## src/rtl/agc_pkg.sv

```systemverilog
package agc_pkg;

    localparam int SUM_W       = 32;
    localparam int HALF_W      = SUM_W / 2;
    localparam int DIV_W       = 16;
    localparam int BYTE_W      = 8;
    localparam int ROOT_REM_W  = 10;
    localparam int STEPS_PER_STAGE = 4;
    localparam int DIV_STAGES  = HALF_W / STEPS_PER_STAGE;
    // stage 0 setup, divide stages, two root stages
    localparam int NUM_STAGES  = 1 + DIV_STAGES + 2;
    localparam logic [BYTE_W-1:0] BYTE_MAX = '1;
    localparam logic [DIV_W-1:0]  COUNT_RESET = DIV_W'(1);

    typedef struct packed {
        logic [DIV_W-1:0]  rem;
        logic [HALF_W-1:0] qd;   // dividend bits shift out, quotient bits shift in
        logic              ovf;
    } div_state_t;

    typedef struct packed {
        logic [HALF_W-1:0]     q;
        logic [ROOT_REM_W-1:0] rem;
        logic [BYTE_W-1:0]     root;
        logic                  ovf;
    } root_state_t;

    // one restoring divide step, remainder stays below the divisor
    function automatic div_state_t div_step(div_state_t st, logic [DIV_W-1:0] d);
        logic [DIV_W:0] t;
        logic [DIV_W:0] diff;
        div_state_t     r;
        t    = {st.rem, st.qd[HALF_W-1]};
        diff = t - {1'b0, d};
        r    = st;
        r.qd = {st.qd[HALF_W-2:0], ~diff[DIV_W]};
        if (!diff[DIV_W])
        begin
            r.rem = diff[DIV_W-1:0];
        end
        else
        begin
            r.rem = t[DIV_W-1:0];
        end
        return r;
    endfunction

    // one digit of the integer square root, two radicand bits per step
    function automatic root_state_t root_step(root_state_t st);
        logic [ROOT_REM_W+1:0] r2;
        logic [ROOT_REM_W+1:0] trial;
        logic [ROOT_REM_W+2:0] diff;
        logic                  ge;
        root_state_t           r;
        r2    = {st.rem, st.q[HALF_W-1:HALF_W-2]};
        trial = {2'b00, st.root, 2'b01};
        diff  = {1'b0, r2} - {1'b0, trial};
        ge    = ~diff[ROOT_REM_W+2];
        r      = st;
        r.q    = {st.q[HALF_W-3:0], 2'b00};
        r.root = {st.root[BYTE_W-2:0], ge};
        if (ge)
        begin
            r.rem = diff[ROOT_REM_W-1:0];
        end
        else
        begin
            r.rem = r2[ROOT_REM_W-1:0];
        end
        return r;
    endfunction

endpackage

```

## src/rtl/agc_chan.sv

```systemverilog
module agc_chan (
    input  logic                           clk,
    input  logic [agc_pkg::NUM_STAGES-1:0] adv,
    input  logic [agc_pkg::SUM_W-1:0]      sum,
    input  logic [agc_pkg::DIV_W-1:0]      divisor,
    output logic [agc_pkg::BYTE_W-1:0]     byte_out
);

    localparam int ROOT0 = agc_pkg::DIV_STAGES + 1;
    localparam int LAST  = agc_pkg::NUM_STAGES - 1;

    agc_pkg::div_state_t  div_reg  [0:agc_pkg::DIV_STAGES];
    agc_pkg::div_state_t  div_next [0:agc_pkg::DIV_STAGES];
    agc_pkg::root_state_t root_reg;
    agc_pkg::root_state_t root_next;
    logic [agc_pkg::BYTE_W-1:0] byte_reg;
    logic [agc_pkg::BYTE_W-1:0] byte_next;

    always_comb
    begin
        agc_pkg::div_state_t  ds;
        agc_pkg::root_state_t rs;
        // quotient of 65536 or more saturates, so only 16 quotient bits are built
        div_next[0].ovf = (sum[agc_pkg::SUM_W-1:agc_pkg::HALF_W] >= divisor);
        div_next[0].rem = sum[agc_pkg::SUM_W-1:agc_pkg::HALF_W];
        div_next[0].qd  = sum[agc_pkg::HALF_W-1:0];
        for (int s = 1; s <= agc_pkg::DIV_STAGES; s++)
        begin
            ds = div_reg[s-1];
            for (int k = 0; k < agc_pkg::STEPS_PER_STAGE; k++)
            begin
                ds = agc_pkg::div_step(ds, divisor);
            end
            div_next[s] = ds;
        end

        rs.q    = div_reg[agc_pkg::DIV_STAGES].qd;
        rs.rem  = '0;
        rs.root = '0;
        rs.ovf  = div_reg[agc_pkg::DIV_STAGES].ovf;
        for (int k = 0; k < agc_pkg::STEPS_PER_STAGE; k++)
        begin
            rs = agc_pkg::root_step(rs);
        end
        root_next = rs;

        rs = root_reg;
        for (int k = 0; k < agc_pkg::STEPS_PER_STAGE; k++)
        begin
            rs = agc_pkg::root_step(rs);
        end
        byte_next = rs.ovf ? agc_pkg::BYTE_MAX : rs.root;
    end

    always_ff @(posedge clk)
    begin
        for (int s = 0; s <= agc_pkg::DIV_STAGES; s++)
        begin
            if (adv[s])
            begin
                div_reg[s] <= div_next[s];
            end
        end
        if (adv[ROOT0])
        begin
            root_reg <= root_next;
        end
        if (adv[LAST])
        begin
            byte_reg <= byte_next;
        end
    end

    assign byte_out = byte_reg;

endmodule

```

## src/rtl/averaged_gamma_color_to_rgb8.sv

```systemverilog
// channel | signals                                        | handshake
// in      | acc_red, acc_green, acc_blue, frame_end_in     | in_valid / in_ready
// out     | red_byte, green_byte, blue_byte, frame_end_out | out_valid / out_ready
// config  | cfg_data (sample_count)                        | cfg_we, no wait
//
// stages: setup, four divide stages of four quotient bits each,
// two square-root stages of four root bits each; one item per clock sustained while out_ready holds.
// rst_n clears the stage valid bits and sets sample_count to 1.
// a stall at the output holds each full stage with no empty stage after it; the others keep moving.
module averaged_gamma_color_to_rgb8 (
    input  logic                         clk,
    input  logic                         rst_n,
    input  logic                         cfg_we,
    input  logic [agc_pkg::DIV_W-1:0]    cfg_data,
    input  logic                         in_valid,
    output logic                         in_ready,
    input  logic [agc_pkg::SUM_W-1:0]    acc_red,
    input  logic [agc_pkg::SUM_W-1:0]    acc_green,
    input  logic [agc_pkg::SUM_W-1:0]    acc_blue,
    input  logic                         frame_end_in,
    output logic                         out_valid,
    input  logic                         out_ready,
    output logic [agc_pkg::BYTE_W-1:0]   red_byte,
    output logic [agc_pkg::BYTE_W-1:0]   green_byte,
    output logic [agc_pkg::BYTE_W-1:0]   blue_byte,
    output logic                         frame_end_out
);

    localparam int NS = agc_pkg::NUM_STAGES;

    logic [agc_pkg::DIV_W-1:0] divisor_reg;
    logic [NS-1:0]             valid_reg;
    logic [NS-1:0]             valid_next;
    logic [NS-1:0]             fe_reg;
    logic [NS-1:0]             rdy;
    logic [NS-1:0]             adv;
    logic [NS-1:0]             up_valid;
    logic [NS-1:0]             fe_up;

    // a zero count acts as one
    always_ff @(posedge clk or negedge rst_n)
    begin
        if (!rst_n)
        begin
            divisor_reg <= agc_pkg::COUNT_RESET;
        end
        else if (cfg_we)
        begin
            divisor_reg <= (cfg_data == '0) ? agc_pkg::COUNT_RESET : cfg_data;
        end
    end

    always_comb
    begin
        up_valid = {valid_reg[NS-2:0], in_valid};
        fe_up    = {fe_reg[NS-2:0], frame_end_in};
        rdy[NS-1] = ~valid_reg[NS-1] | out_ready;
        for (int s = NS - 2; s >= 0; s--)
        begin
            rdy[s] = ~valid_reg[s] | rdy[s+1];
        end
        adv        = rdy & up_valid;
        valid_next = valid_reg;
        for (int s = 0; s < NS; s++)
        begin
            if (rdy[s])
            begin
                valid_next[s] = up_valid[s];
            end
        end
    end

    always_ff @(posedge clk or negedge rst_n)
    begin
        if (!rst_n)
        begin
            valid_reg <= '0;
        end
        else
        begin
            valid_reg <= valid_next;
        end
    end

    always_ff @(posedge clk)
    begin
        for (int s = 0; s < NS; s++)
        begin
            if (adv[s])
            begin
                fe_reg[s] <= fe_up[s];
            end
        end
    end

    agc_chan u_red (
        .clk      (clk),
        .adv      (adv),
        .sum      (acc_red),
        .divisor  (divisor_reg),
        .byte_out (red_byte)
    );

    agc_chan u_green (
        .clk      (clk),
        .adv      (adv),
        .sum      (acc_green),
        .divisor  (divisor_reg),
        .byte_out (green_byte)
    );

    agc_chan u_blue (
        .clk      (clk),
        .adv      (adv),
        .sum      (acc_blue),
        .divisor  (divisor_reg),
        .byte_out (blue_byte)
    );

    assign in_ready      = rdy[0];
    assign out_valid     = valid_reg[NS-1];
    assign frame_end_out = fe_reg[NS-1];

    a_accept_fills: assert property (@(posedge clk) disable iff (!rst_n)
        (in_valid && in_ready) |=> valid_reg[0])
        else $error("accepted item did not enter stage 0");

    a_drain_open: assert property (@(posedge clk) disable iff (!rst_n)
        out_ready |-> in_ready)
        else $error("input stalled while output drains");

    a_hold_mid: assert property (@(posedge clk) disable iff (!rst_n)
        (valid_reg[3] && !rdy[4]) |=> (valid_reg[3] && $stable(fe_reg[3])))
        else $error("stalled stage lost its item");

    a_divisor_nonzero: assert property (@(posedge clk) disable iff (!rst_n)
        divisor_reg != '0)
        else $error("divisor register holds zero");

endmodule

```

## config.mk

```make
export PLATFORM = sky130hd
export DESIGN_NAME = averaged_gamma_color_to_rgb8
export DESIGN_NICKNAME = d
export VERILOG_FILES = /design/src/rtl/agc_pkg.sv /design/src/rtl/agc_chan.sv /design/src/rtl/averaged_gamma_color_to_rgb8.sv
export SDC_FILE = /design/constraint.sdc
export NUM_CORES = 2
export LEC_CHECK = 0
export ABC_AREA = 1
export BUFFER_PORTS_ARGS = -buffer_cell sky130_fd_sc_hd__buf_4
export CAP_MARGIN = 25
export CORE_MARGIN = 3
export CORE_UTILIZATION = 50
export CTS_CLUSTER_DIAMETER = 150
export DETAILED_ROUTE_END_ITERATION = 16
export PLACE_DENSITY_LB_ADDON = 0.05
export RECOVER_POWER = 25
export SLEW_MARGIN = 20
export SYNTH_ARGS = -nofsm -noshare
export SYNTH_HDL_FRONTEND = slang
export SYNTH_SLANG_ARGS = --single-unit
```

## constraint.sdc

```tcl
create_clock -name clk -period 27.1 [get_ports clk]
set_input_delay 2.71 -clock clk [delete_from_list [all_inputs] [get_ports clk]]
set_output_delay 2.71 -clock clk [all_outputs]
set_load 0.05 [all_outputs]
```

* Word-level counts from Yosys, hierarchy flattened *
Memory sizes are Yosys's and may differ from the RTL's.
Index checks and enable logic that the tools add are counted.

cells by class
  $add $sub $neg = 72
  magnitude comparators = 3
  muxes and demuxes = 80
  bitwise operators = 87
  reduce and logical (&&, ||, !) cells = 1

operators by type and width
  cell                   number
  $sub A17 B16 Y17       48
  $mux W16               49
  $mux W10               21
  $not A1 Y1             79
  $ge A16 B16 Y1         3
  $sub A12 B3 Y13        3
  $sub A12 B4 Y13        3
  $sub A12 B5 Y13        3
  $sub A12 B6 Y13        3
  $sub A12 B7 Y13        3
  $sub A12 B8 Y13        3
  $sub A12 B9 Y13        3
  $logic_not A16 Y1      1
  $mux W1                10
  $sub A2 B1 Y3 const B  3
  $and A7 B7 Y7          1
  $or A1 B1 Y1           7

storage, ports and cells
  register bits = 123
  bits in writable memories = 495
  input bits = 118
  output and inout port bits = 27
  word-level logic and storage cells = 276
  memories kept = 3

memory list
  name             words  width  read ports  clocked after Yosys merged registers in  wr ports  RTL line        source
  u_blue.div_reg   5      33     5           0                                        5         agc_chan.sv:12  agc_pkg::div_state_t div_reg [0:agc_pkg::DIV_STAGES];
  u_green.div_reg  5      33     5           0                                        5         agc_chan.sv:12
  u_red.div_reg    5      33     5           0                                        5         agc_chan.sv:12

* Logic depth before layout (Yosys ltp) *
  depth after elaboration = 11
  gate-level depth with buffers = 60
  gate-level depth less buffers = 58

* Modules after synthesis *
From an unflattened synthesis, not the netlist that was laid out.

unflattened totals
  cell total of the unflattened synthesis = 9,227
  area total of the unflattened synthesis = 68,605.8 µm²

by module, submodules not included
  module                        times used  cells each  area each (µm²)  seq. area each (µm²)
  agc_chan (u_blue)             1           3,045       22,596.7         5,405.2
  agc_chan (u_red)              1           3,023       22,462.8         5,405.2
  agc_chan (u_green)            1           3,033       22,338.9         5,405.2
  averaged_gamma_color_to_rgb8  1           126         1,207.4          787.0

* Least setup slack after synthesis *
Ideal clock, no wire load.

  path type = reg-to-reg
  from = register divisor_reg[1] (netlist name)
  to = memory u_blue.div_reg[0][121] (netlist name), data pin
  library setup time = 0.253 ns
  data arrival time = 11.105 ns
  data required time = 26.847 ns
  path slack = 15.742 ns
  cell stages (with the launch flop) = 50
  buffers on the path = 6
  clock period less this slack = 11.358 ns
  cells stage by stage = dfrtp_1 -> inv_1 -> fa_1 -> nand3_1 -> nand3_1 -> nand2_1 -> o211ai_2 -> nand3_2 -> nand2_1 -> nand2_2 -> nand2_4 -> buf_6 -> or2_2 -> o21ai_0 -> inv_1 -> fa_1 -> o21ai_1 -> nand3_1 -> (+14 left out) -> inv_1 -> nand3_2 -> nand2_4 -> buf_8 -> buf_12 -> nand2_2 -> o21ai_2 -> ha_1 -> a21oi_1 -> o21ai_1 -> a21o_1 -> a21oi_1 -> o21ai_1 -> a221oi_1 -> nand3_2 -> buf_4 -> nand3_1 -> nand2_1

RTL lines
  what                    RTL line                            source
  from (decl)             averaged_gamma_color_to_rgb8.sv:31  logic [agc_pkg::DIV_W-1:0] divisor_reg;
  from (signal assigned)  averaged_gamma_color_to_rgb8.sv:45  divisor_reg <= agc_pkg::COUNT_RESET;
  from (signal assigned)  averaged_gamma_color_to_rgb8.sv:49  divisor_reg <= (cfg_data == '0) ? agc_pkg::COUNT_RESET : cfg_data;
  to (decl)               agc_chan.sv:12

==> impl_metrics.csv <==
group,metric,value,unit
setup_path,crit_top_cell,"nand2_1",
setup_path,startpoint_type,"register",
synthesis,yosysTopAreaCellShare,23.9,%
setup_path,crit_fanout,32,
place,hpwl,156000,um
floorplanning,die_area,142000,sq um
worst_hold_path,hold_end,"u_red.div_reg[0][38]",
timing,final-hold-violation-count,0,
clock_tree,cts_sinks,570,
synthesis,synth_edf_count,547,
synthesis,async_flop_share,4.04,%
synthesis,synthTopCellsByArea,"edfxtp_1 (24%), ha_1 (17%), nand2_1 (11%)",
setup_path,worst_path_max_delay_cell,"dfrtp_4",
job,drv_cap,0,
drt,drt_iter0_markers,3741,
synthesis,yosysWarningCount,0,
synthesis,syn_avg_cell_area,7.56,sq um
setup_path,cpPeakStageDelay,0.75,ns
setup_path,r2r.worst_path.cells,45,
drt,totalWireLength,199000,um
synthesis,syn_nets,10154,
clock_tree,post_cts_buffers,0,
place,port_buffers,144,
floorplanning,die_height,376,um
floorplanning,num_rows,135,
drt,wl_per_cell,18.0,um
setup_path,worstSetupPathType,"reg2reg",
timing,max-slew-margin-rel,2.49,%
timing,slew_viol_final,0,
drt,dr_total_vias,62227,
worst_hold_path,min_from,"u_red.div_reg[0][1]",
global_route,antenna_found_initial,6,
timing,final.min_clock_period,11.73,ns
synthesis,synth_largest_area_cell,"edfxtp_1",
timing,rsz0062_at_grt,"false",
clock_tree,cts_root_buf,"clkbuf_16",
floorplanning,core,136000,sq um
synthesis,netlist_area,68600,sq um
finish,nets,10284,
global_route,grt_overflow_total,0,
place,place.gp.congestion,0.927,
clock_tree,path_clk_slew,0.06,ns
drt,first_pass_iters,6,
clock_tree,cts_buffer_depth,3,
timing,fmax,85.3,MHz
global_route,grt_pass1_wl,315000,um
setup_path,arrival,12.13,ns
timing,fin_crit_sh,43.3,%
setup_path,end_kind,"register",
drt,drc,0,
worst_hold_path,hold_class,"reg2reg",
floorplanning,die_w,376,um
synthesis,ys_seq_elements,570,
timing,skew,0.0366,ns
clock_tree,cts_made_buffers,74,
timing,tightest_slew,1.46,ns
floorplanning,io_pins,145,
worst_hold_path,hold_depth,0,
setup_path,reg2reg_slack,15.37,ns
global_route,grt_max_degree,58,
timing,setup_viol,0,
clock_tree,cts_tree,"done",
synthesis,seq_area_frac_synth,24.8,%
clock_tree,clock_latency,0.69,ns
setup_path,required,27.50,ns
finish,area_growth,7.54,%
synthesis,yosysUniqueCellTypes,70,
clock_tree,cts-resized-gates,0,
synthesis,netlist_instances,9076,
finish,layout-drive-gt1-share,8.02,%
timing,tns,0,ns
global_route,grtUsageTotal,27.5,%
drt,final_antenna_net_count,0,
clock_tree,h-tree-depth,3,
status,status,"finished, final reports clean",
drt,vias_per_cell,5.63,
floorplanning,floorplan.initialDensity,50.5,%
clock_tree,ctsHoldBuffers,0,
setup_path,reg2reg_to,"u_blue.div_reg[0][86]",
synthesis,ys.flop_type,"edfxtp_1",
setup_path,r2r-start,"divisor_reg[1]",
global_route,grt_pass1_vias,59622,
-- metrics by stage --
| stage | hold slack (ns) | utilization [%] | worst slack (ns) | cell area, sq um | instances |
|---|---|---|---|---|---|
| floorplan | 0.400 | - | 15.74 | 68600 | 9076 |
| global placement | 0.400 | 52.5 | 15.60 | 71400 | 10911 |
| detailed placement | 0.405 | 52.5 | 15.49 | 71400 | 10911 |
| CTS | 0.410 | 54.4 | 15.47 | 73800 | 11046 |
| global route | 0.419 | 54.3 | 14.40 | 73800 | 11046 |
| finish | 0.410 | 54.3 | 15.37 | 73800 | 11047 |
-- layout by cell type, fill, tap and decap left out, types with 252 or more instances in the layout --
cell type  synthesis  layout
nand3_1          651     651
nand2_1         2043    2046
inv_1            914     896
xor2_1           404     404
ha_1             915     915
o21ai_0          708     708
xnor2_1          252     252
nor2_1           404     402
edfxtp_1         547     547
a21oi_1          758     758
-- cell families (layout without fill, tap and decap cells) --
group / Yosys count / in the layout / share of synthesized area (%)
adder cells (fa/ha/maj): 960 / 960 / 18.0
other: 0 / 1 / 0
AND/OR/NAND/NOR: 3666 / 3666 / 24.4
buffers and inverters: 1098 / 1287 / 6.74
XOR/XNOR: 656 / 656 / 8.38
AO/OA/AOI/OAI: 2125 / 2125 / 17.7
flip-flops: 570 / 570 / 24.8
multiplexers: 1 / 1 / 0.0164
-- worst max-delay path, delay by kind of cell, from the launching register on --
| kind | cells | cell delay [ns] |
|---|---|---|
| adders and majority gates | 4 | 1.60 |
| buffers and inverters | 6 | 1.26 |
| and+or+nand+nor | 18 | 2.86 |
| AOI/OAI and AO/OA | 17 | 4.89 |
| DFF | 1 | 0.75 |
-- how the worst max path moves through the flow --
stage / start / slack [ns] / cells past startpoint / end
after global placement: divisor_reg[1] / 15.60 / 48 / u_blue.div_reg[0][86]
final: divisor_reg[1] / 15.37 / 45 / u_blue.div_reg[0][86]
after floorplan: divisor_reg[1] / 15.74 / 49 / u_blue.div_reg[0][121]
after detailed placement: divisor_reg[1] / 15.49 / 45 / u_blue.div_reg[0][86]
after global routing: divisor_reg[1] / 14.40 / 45 / u_blue.div_reg[0][83]
after CTS: divisor_reg[1] / 15.47 / 45 / u_blue.div_reg[0][86]
-- per-layer routing --
| metal | global-route usage, % | up-vias | share of wire, % |
|---|---|---|---|
| li1 | - | 31808 | - |
| met1 | 35.9 | 28792 | 46 |
| met2 | 47.8 | 1299 | 47 |
| met3 | 2.58 | 326 | 3.9 |
| met4 | 9.00 | 2 | 3.3 |
| met5 | 0 | - | 0.0055 |
-- final cells by class --
class                   count  area [sq um]
diodes                      1          2.50
repair buffers            189          1420
well taps                1781          2230
inverters                 963          3650
clock inverters            51           574
multi-input cells        7408         47000
fillers                 13041         62000
flip-flops and latches    570         17000
clock buffers              84          1910
-- cell usage after synthesis, drive strengths merged, types with 2 or more instances --
master / number
o31ai: 36
nor3b: 8
a211oi: 36
o21bai: 55
a21o: 86
and2: 10
nor2: 412
inv: 962
a21oi: 770
a21boi: 30
buf: 110
xor2: 404
nand4: 66
edfxtp: 547
fa: 45
clkbuf: 25
nor4: 19
o211ai: 9
nand3b: 65
nand3: 744
ha: 915
a31oi: 75
dfrtp: 22
a31o: 10
o21ai: 924
o221ai: 12
a221oi: 24
o2111ai: 21
nor3: 123
or2: 46
o21a: 31
xnor2: 252
a311oi: 2
nand2: 2172
Power is left out: the tool's default activity adds up to more than one toggle a clock period on the data nets, which glitch-free logic cannot reach.
